$ cat config.mk
export PLATFORM = sky130hd
export DESIGN_NAME = fct_queue
export DESIGN_NICKNAME = d
export VERILOG_FILES = /design/src/design/assert_macros.svh /design/src/design/fct_pkg.sv /design/src/design/fct_queue.sv
export SDC_FILE = /design/constraint.sdc
export NUM_CORES = 1
export LEC_CHECK = 0
export BUFFER_PORTS_ARGS = -buffer_cell sky130_fd_sc_hd__buf_2
export CORE_UTILIZATION = 63
export CTS_BUF_LIST = sky130_fd_sc_hd__clkbuf_4 sky130_fd_sc_hd__clkbuf_8
export CTS_CLUSTER_DIAMETER = 30
export DETAILED_ROUTE_END_ITERATION = 10
export HOLD_SLACK_MARGIN = 0.12
export PLACE_DENSITY = 0.87
export SETUP_SLACK_MARGIN = 0.4
export SLEW_MARGIN = 25
export SYNTH_ARGS = -nofsm -noshare
export SYNTH_HDL_FRONTEND = slang
export SYNTH_SLANG_ARGS = --single-unit
$ cat constraint.sdc
create_clock -name clk -period 6.58 [get_ports clk]
set_clock_uncertainty 0.15 [all_clocks]
set_input_delay 0.658 -clock clk [delete_from_list [all_inputs] [get_ports clk]]
set_output_delay 0.658 -clock clk [all_outputs]
set_load 0.1 [all_outputs]
$ cat src/design/assert_macros.svh
// Assertion macros for the RTL of the frustum cull block.
`ifndef ASSERT_MACROS_SVH
`define ASSERT_MACROS_SVH

// Checked on every rising clock edge outside reset.
`define ASSERT_CLK(label, prop, msg) \
  label: assert property (@(posedge clk) disable iff (rst) (prop)) else $error(msg);

// Checked on every rising clock edge, reset included.
`define ASSERT_ALWAYS(label, prop, msg) \
  label: assert property (@(posedge clk) (prop)) else $error(msg);

`endif

$ cat src/design/fct_pkg.sv
// Types and constants shared by the frustum cull modules.
`timescale 1ns / 1ps
`default_nettype none

package fct_pkg;

  localparam int COORD_W    = 32;
  localparam int RAD_W      = COORD_W - 1;
  localparam int NUM_PLANES = 6;
  localparam int NUM_CORNERS = 8;
  localparam int NEAR_PLANE = 5;

  localparam int CFG_IDX_W  = 3;
  localparam int CFG_DATA_W = 64;
  localparam int COEF_W     = 12;
  localparam int OFS_W      = 28;
  localparam int A_LSB      = 52;
  localparam int B_LSB      = 40;
  localparam int C_LSB      = 28;

  // Product of a Q1.10 normal and a Q16.16 coordinate, and the full Q.26 distance.
  localparam int PROD_W = COORD_W + COEF_W;
  localparam int DIST_W = (COORD_W + 13 > 43) ? COORD_W + 13 : 43;

  localparam int CNT_W = $clog2(NUM_CORNERS);

  // Queue depth must be a power of two.
  localparam int QUEUE_DEPTH = 4;
  localparam int QPTR_W      = $clog2(QUEUE_DEPTH);
  localparam int QCNT_W      = $clog2(QUEUE_DEPTH + 1);

  typedef enum logic {
    OP_SPHERE = 1'b0,
    OP_CORNER = 1'b1
  } fct_op_t;

  // One classified item on its way from the front to the back.
  typedef struct packed {
    fct_op_t                 op;
    logic                    rad_zero;
    logic                    sphere_out;
    logic [NUM_PLANES-1:0]   front;
    logic [COORD_W-1:0]      near;
  } fct_item_t;

  typedef struct packed {
    logic [QCNT_W-1:0] count;
    logic              full;
    logic              empty;
  } fct_qstat_t;

endpackage

`default_nettype wire

$ cat src/design/fct_queue.sv
// Short item queue that decouples the front end from the back end.
`timescale 1ns / 1ps
`default_nettype none

module fct_queue (
  input  wire logic               clk,
  input  wire logic               rst,
  input  wire logic               push,
  input  wire fct_pkg::fct_item_t wdata,
  input  wire logic               pop,
  output fct_pkg::fct_item_t      rdata,
  output fct_pkg::fct_qstat_t     stat
);
  import fct_pkg::*;

  fct_item_t          mem [QUEUE_DEPTH];
  logic [QPTR_W-1:0]  wptr;
  logic [QPTR_W-1:0]  rptr;
  logic [QCNT_W-1:0]  count;
  logic               do_push;
  logic               do_pop;

  assign do_push = push && (count != QCNT_W'(QUEUE_DEPTH) || pop);
  assign do_pop  = pop && count != '0;

  always_ff @(posedge clk) begin
    if (rst) begin
      wptr  <= '0;
      rptr  <= '0;
      count <= '0;
    end else begin
      if (do_push) wptr <= wptr + 1'b1;
      if (do_pop)  rptr <= rptr + 1'b1;
      count <= count + QCNT_W'(do_push) - QCNT_W'(do_pop);
    end
  end

  always_ff @(posedge clk) begin
    if (do_push) mem[wptr] <= wdata;
  end

  assign rdata      = mem[rptr];
  assign stat.count = count;
  assign stat.full  = count == QCNT_W'(QUEUE_DEPTH);
  assign stat.empty = count == '0;

endmodule

`default_nettype wire

==> results.ini <==
[die]
die_h_um = 103
dieArea_mm2 = 0.0107
dieWidth_um = 103
initial_core_util_pct = 65.4
io_pins = 91
core_mm2 = 0.00986
num_rows = 36

[global_route]
grt.total_usage_pct = 21.4
grt_pass1_wl_um = 15500
grt_overflow = 0
antenna_found_initial = 0
grt_max_degree = 42
grt_pass1_vias = 2920

[placement]
gp_congestion = 0.626
dp_hpwl_um = 6340
port_buffers = 90
pre_cts_slack_ns = 3.72

[status]
status = finished clean

[layout]
fin_nets = 416
post_route_cells_drive_above_1_share_pct = 45.9
area.growth.synth_to_final_pct = 15.3
diodes = 0
final_core_util_pct = 75.4
fillers = 548

[timing]
fmax_mhz = 324
period_share_pct = 46.9
fin_crit_ns = 3.08
hold-worst-slack_ns = 0.287
hold_viol_final = 0
slew_violations = 0
finalWorstSetupSlack_ns = 3.50
setup_violations = 0
rsz0062_at_grt = no
relSlewSlack_pct = 46.6
tightest_slew_ns = 0.802
finalSetupTns_ns = 0

[clocking]
cts_buffer_depth = 2
path_clk_slew_ns = 0.09
post_cts_buffers = 0
cts_hold_buf = 0
h-tree-depth = 4
clock_latency_ns = 0.43
cts_root_buf = clkbuf_8
numCtsBuffers = 17
cts.sink_count = 173
cts_tree = yes
ctsResizeCount = 0

[logic_synthesis]
synthTopCellsByCount = edfxtp_1 (164), mux4_2 (41), dfxtp_1 (9), inv_1 (7)
ys_types = 27
async_flop_share_pct = 0
yosys.area.top_type = edfxtp_1
synth_ff_type = edfxtp_1
yosysWarnings = 0
synth_most_common_cell = edfxtp_1
netlist_instances = 266
synth_edf_count = 164
ys_ff_latch = 173
synth_area_leaders = edfxtp_1 (76%), mux4_2 (14%), dfxtp_1 (2.8%)
ys_seq_area_share_pct = 79.1
syn-mean-instance-area_um2 = 24.3
syn_nets = 318
synth_top_area_share_pct = 76.3
syn_area_mm2 = 0.00645

[setup_path]
cp.arrival_ns = 2.27
required_ns = 5.77
startpoint_type = flip-flop
path_class = reg2out
r2r_setup_slack_ns = 3.97
cp_max_fo = 41
endpoint_kind = output port

[detailed_routing]
drcViolationCount = 0
avgViaCountPerCell = 5.71
detail-route-antenna-nets = 0
drt_wl_total_um = 10700
dr.pass1.iters = 4
drt-initial-drc-count = 120
wl_per_cell_um = 20.9
num_vias = 2911

[hold_path]
holdCritPathClass = in2reg

[flow_run]
cap_viol_max_count = 0

[final timing paths]
check,startpoint,to,cells past startpoint
worst max-delay path,flip-flop,rdata[6],2
worst min-delay path,wdata[40],mem[1][40],1
worst max register to register,count[1],count[2],11
worst min register to register,rptr[1],flip-flop,2
[per-layer routing]
| metal | routed length (µm) | global-route usage (%) | vias to the layer above |
|---|---|---|---|
| met5 | 0 | 0 | - |
| met4 | 216 | 9.75 | 0 |
| met3 | 658 | 5.51 | 16 |
| met2 | 5560 | 35.6 | 116 |
| met1 | 4220 | 27.0 | 1486 |
| li1 | - | - | 1293 |
[stage by stage]
stage | cells | instance area [µm²]
global route | 510 | 7440
floorplan | 266 | 6450
detailed placement | 478 | 6970
CTS | 510 | 7440
finish | 510 | 7440
global placement | 478 | 6960
[state kept, by name (all words and copies together) (netlist names), named ones only]
name   flops
wptr       2
rptr       2
count      3
mem      164
[cell usage in the layout, fill, tap and decap left out, types with 2 or more instances in the layout]
cell,n
dfxtp_1,7
buf_2,90
clkbuf_8,19
nor3_1,2
xor2_1,2
dfxtp_4,2
nand2b_1,2
clkbuf_4,3
bufinv_16,5
nor2_1,6
and2_4,4
edfxtp_1,164
ha_1,6
mux4_2,41
clkinvlp_4,3
inv_1,7
[cells by family (layout without fill, tap and decap cells)]
family,after synthesis,in the layout,share of synthesized area (%)
DFF,173,173,79.1
muxes,43,43,14.7
and+or+nand+nor,19,19,1.75
buffers and inverters,18,129,2.25
adders and majority gates,7,7,1.47
AOI/OAI and AO/OA,4,4,0.446
xor gates and xnor gates,2,2,0.272
[layout make-up]
class / instances / area [µm²] / share of cell area (%)
sequential: 173 / 5110 / 68.7
multi-input combinational: 75 / 1210 / 16.3
timing repair buffer: 90 / 450 / 6.06
clock buffer: 22 / 284 / 3.82
clock inverter: 10 / 186 / 2.51
tap: 133 / 166 / 2.24
inverter: 7 / 26.3 / 0.353
[critical path: stages, from the launching register on]
cell and delay, ns:
dfxtp_4 0.88, mux4_2 0.63, buf_2 0.31
Power is left out: the tool's default activity adds up to more than one toggle a clock period on the data nets, which glitch-free logic cannot reach.
