### config.mk
export PLATFORM = sky130hd
export DESIGN_NAME = fct_back
export DESIGN_NICKNAME = d
export VERILOG_FILES = /design/src/design/assert_macros.svh /design/src/design/fct_pkg.sv /design/src/design/fct_back.sv
export SDC_FILE = /design/constraint.sdc
export NUM_CORES = 1
export LEC_CHECK = 0
export ABC_AREA = 1
export CORE_MARGIN = 4
export CORE_UTILIZATION = 59
export CTS_BUF_LIST = sky130_fd_sc_hd__clkbuf_16
export DETAILED_ROUTE_END_ITERATION = 8
export DONT_BUFFER_PORTS = 1
export HOLD_SLACK_MARGIN = 0.12
export PLACE_DENSITY = 0.78
export SYNTH_ARGS = -nofsm -noshare
export SYNTH_HDL_FRONTEND = slang
export SYNTH_SLANG_ARGS = --single-unit
export TNS_END_PERCENT = 100
### constraint.sdc
create_clock -name clk -period 2.3 [get_ports clk]
set_input_delay 0.46 -clock clk [delete_from_list [all_inputs] [get_ports clk]]
set_output_delay 0.46 -clock clk [all_outputs]
set_load 0.05 [all_outputs]
### src/design/assert_macros.svh
// Assertion macros for the RTL of the frustum cull block.
`ifndef ASSERT_MACROS_SVH
`define ASSERT_MACROS_SVH

// Checked on every rising clock edge outside reset.
`define ASSERT_CLK(label, prop, msg) \
  label: assert property (@(posedge clk) disable iff (rst) (prop)) else $error(msg);

// Checked on every rising clock edge, reset included.
`define ASSERT_ALWAYS(label, prop, msg) \
  label: assert property (@(posedge clk) (prop)) else $error(msg);

`endif

### src/design/fct_pkg.sv
// Types and constants shared by the frustum cull modules.
`timescale 1ns / 1ps
`default_nettype none

package fct_pkg;

  localparam int COORD_W    = 32;
  localparam int RAD_W      = COORD_W - 1;
  localparam int NUM_PLANES = 6;
  localparam int NUM_CORNERS = 8;
  localparam int NEAR_PLANE = 5;

  localparam int CFG_IDX_W  = 3;
  localparam int CFG_DATA_W = 64;
  localparam int COEF_W     = 12;
  localparam int OFS_W      = 28;
  localparam int A_LSB      = 52;
  localparam int B_LSB      = 40;
  localparam int C_LSB      = 28;

  // Product of a Q1.10 normal and a Q16.16 coordinate, and the full Q.26 distance.
  localparam int PROD_W = COORD_W + COEF_W;
  localparam int DIST_W = (COORD_W + 13 > 43) ? COORD_W + 13 : 43;

  localparam int CNT_W = $clog2(NUM_CORNERS);

  // Queue depth must be a power of two.
  localparam int QUEUE_DEPTH = 4;
  localparam int QPTR_W      = $clog2(QUEUE_DEPTH);
  localparam int QCNT_W      = $clog2(QUEUE_DEPTH + 1);

  typedef enum logic {
    OP_SPHERE = 1'b0,
    OP_CORNER = 1'b1
  } fct_op_t;

  // One classified item on its way from the front to the back.
  typedef struct packed {
    fct_op_t                 op;
    logic                    rad_zero;
    logic                    sphere_out;
    logic [NUM_PLANES-1:0]   front;
    logic [COORD_W-1:0]      near;
  } fct_item_t;

  typedef struct packed {
    logic [QCNT_W-1:0] count;
    logic              full;
    logic              empty;
  } fct_qstat_t;

endpackage

`default_nettype wire

### src/design/fct_back.sv
// Back end: per-volume state and the registered result.
`timescale 1ns / 1ps
`default_nettype none

module fct_back (
  input  wire logic                        clk,
  input  wire logic                        rst,
  input  wire fct_pkg::fct_item_t          q_item,
  input  wire fct_pkg::fct_qstat_t         q_stat,
  output logic                             q_pop,
  output logic                             out_valid,
  input  wire logic                        out_stall,
  output logic                             visible,
  output logic [fct_pkg::COORD_W-1:0]      near_distance
);
  import fct_pkg::*;

  logic                   sphere_outside;
  logic                   volume_unset;
  logic [NUM_PLANES-1:0]  plane_seen_front;
  logic [CNT_W-1:0]       corner_count;
  logic [COORD_W-1:0]     centre_near_dist;
  logic [NUM_PLANES-1:0]  seen_next;
  logic                   last_corner;

  // A new item is taken only when the result register is free or drains this cycle.
  assign q_pop       = !q_stat.empty && (!out_valid || !out_stall);
  assign seen_next   = plane_seen_front | q_item.front;
  assign last_corner = corner_count == CNT_W'(NUM_CORNERS - 1);

  always_ff @(posedge clk) begin
    if (rst) begin
      sphere_outside   <= 1'b0;
      volume_unset     <= 1'b0;
      plane_seen_front <= '0;
      corner_count     <= '0;
      centre_near_dist <= '0;
      out_valid        <= 1'b0;
    end else begin
      if (q_pop && q_item.op == OP_CORNER && last_corner) begin
        out_valid <= 1'b1;
      end else if (out_valid && !out_stall) begin
        out_valid <= 1'b0;
      end
      if (q_pop) begin
        if (q_item.op == OP_SPHERE) begin
          sphere_outside   <= q_item.sphere_out;
          volume_unset     <= q_item.rad_zero;
          centre_near_dist <= q_item.near;
          plane_seen_front <= '0;
          corner_count     <= '0;
        end else if (last_corner) begin
          plane_seen_front <= '0;
          corner_count     <= '0;
        end else begin
          plane_seen_front <= seen_next;
          corner_count     <= corner_count + 1'b1;
        end
      end
    end
  end

  always_ff @(posedge clk) begin
    if (q_pop && q_item.op == OP_CORNER && last_corner) begin
      visible       <= volume_unset || (!sphere_outside && &seen_next);
      near_distance <= centre_near_dist;
    end
  end

endmodule

`default_nettype wire

==> flow_summary.ini <==
[timing]
setup_tns_ps = 0
finalCritPeriodShare = 0.861
rsz0062_at_grt = no
period_minus_slack_ps = 1980
finClkSkew_ps = 6.51
setup_viol = 0
relSlewSlack = 0.656
fmax_ghz = 0.505
max_slew.worst_pin.slew_ps = 513
maxSlewViolCount = 0
finalHoldViolations = 0

[yosys]
yosysWarnings = 0
yosysUniqueCellTypes = 16
yosys.area.top_type_share = 0.339
muxShareOfSynthArea = 0
synth_compound_area_frac = 0.0368
syn_nets = 376
synth-simple-area-share = 0.231
ys_ff_latch = 77
synth_top_family_by_area = simple AND/OR/NAND/NOR gates
synth_area_sq_um = 2920
synth_xor_xnor_area_share = 0
synth_top_area_cell = edfxtp_1
yosysSeqAreaShare = 0.641
synth_adder_area_share = 0.00857
synth_area_leaders = edfxtp_1, dfxtp_1, nor2_1
synth_cells = 325
synth.avg_cell_area_sq_um = 8.99

[place]
dpl_cell_area_sq_um = 2990
place.gp.congestion = 0.741
numPortBuffers = 0
dpl.hpwl_mm = 3.26

[cts]
worstSkewPairLatency_ps = 320
clkSinkCount = 77
cts_max_level = 3
clk_path_buf_depth = 2
clkTransAtPathRegs_ps = 60
postCtsSetupRepairBufs = 0
ctsHoldBuffers = 0
cts-buffers-inserted = 9
clockRootBuffer = clkbuf_16
ctsResizeCount = 0
cts_tree = yes

[finish]
drive_gt1_frac = 0.0512
mostFrequentLayoutCell = nor2_1
final_nets = 378
syn_to_final_growth_pct = 12.9
finalInstanceArea_sq_um = 3300
n_antenna_cell = 0
most-common-layout-cells = nor2_1, nand2_1, inv_1, dfxtp_1, edfxtp_1

[routing]
drc_errors = 0
wirelength_mm = 5.03
wire_per_inst_microns = 12.6
drt_iter0_drc = 115
detail-route-antenna-nets = 0
routed_via_density = 4.78
dr.pass1.iters = 4
via_count = 1909

[floorplan]
fp.dieW_microns = 78.4
num_rows = 25
die_h_microns = 78.4
dieArea_sq_um = 6140
core_sq_um = 4750
start_util = 0.614
ios = 84

[global_route]
grt_usage = 0.181
antenna_found_initial = 0
grt-ovfl-total = 0
grt_pass1_vias = 1946
grt_pass1_wl_mm = 8.52
grt_max_degree = 40

[worst_setup_path]
crit_start = out_valid
cp-start-kind = flop
regToRegEndpoint = centre_near_dist[26]
cp.required_ps = 1840
rr_worst_depth = 6
cp_data_arrival_time_ps = 1520
r2r_slack_ps = 690
critPathCapture = q_pop
cp_max_fo = 14
crit_type = flop to primary output
crit_path_end_kind = primary output
r2r_start = out_valid

[run_status]
outcome = completed

[run]
maxCapViolations = 0

[min_path]
holdPathStages = 1
hold_class = input port to flop

[power]
ir_drop_mv = 0.601
p_per_area_nw_per_um2 = 931
leakage_uw = 0.00149
[final cells by class]
type / count / area [sq um]
clock buffer: 9 / 225
tap: 67 / 83.8
clock inverter: 7 / 83.8
timing repair buffer: 4 / 67.6
inverter: 42 / 158
sequential: 77 / 1870
fill: 368 / 1460
multi-input combinational: 193 / 807
[per-layer routing]
metal,share of wire,track usage,vias up,wire length [microns]
met5,0,0,-,0
met4,0.013,0.0857,0,66
met3,0.055,0.0539,6,274
met2,0.51,0.320,56,2580
met1,0.42,0.198,846,2110
li1,-,-,1001,-
[cells in the mapped netlist (all sizes together)]
cell / instances
dfxtp: 44
nand3b: 1
nor2: 90
nor3: 1
ha: 2
clkinv: 1
o21ai: 9
nand2: 75
edfxtp: 33
a21boi: 5
nand3: 1
inv: 41
a21oi: 5
buf: 13
nand4: 4
[registers in the layout (all words and copies together), names as in the netlist]
| name | cells |
|---|---|
| centre_near_dist | 32 |
| corner_count | 3 |
| near_distance | 32 |
| out_valid | 1 |
| plane_seen_front | 6 |
| sphere_outside | 1 |
| visible | 1 |
| volume_unset | 1 |
[cells by family after synthesis]
logic type	count (synthesis)
adder cells (fa/ha/maj)	2
buffers and inverters	55
AND/OR/NAND/NOR	172
flip-flops	77
AO/OA/AOI/OAI	19
[power by group]
| part | leakage, uW | internal, uW | switching, uW |
|---|---|---|---|
| Combinational | 0.000659 | 54.8 | 93.6 |
| Sequential | 0.000665 | 1470 | 21.6 |
| Clock | 0.000161 | 937 | 488 |
| Total | 0.00149 | 2470 | 603 |
[worst min-delay path by stage]
stage | startpoint | endpoint | slack, ps
after floorplan | centre_near_dist[0] | near_distance[0] | 410
after global placement | centre_near_dist[17] | near_distance[17] | 410
after detailed placement | centre_near_dist[21] | near_distance[21] | 420
after CTS | rst | corner_count[1] | 190
after global routing | rst | plane_seen_front[4] | 190
final | rst | corner_count[1] | 200
[critical path: stages (launching register included)]
cell,delay (ps)
dfxtp_1,310
nand2_1,340
nand2_1,190
inv_1,370
[metrics by stage]
step / worst slack, ps / util / hold WS [ps] / power (uW) / instances
2_1_floorplan: 245 / - / 408 / 1650 / 325
3_3_place_gp: 466 / 0.628 / 410 / 1660 / 383
3_5_place_dp: 487 / 0.628 / 416 / 1670 / 383
4_1_cts: 300 / 0.693 / 193 / 3100 / 399
5_1_grt: 218 / 0.693 / 190 / 3210 / 399
6_report: 319 / 0.693 / 203 / 3070 / 399
No activity file was read; power rests on OpenSTA's default activity.
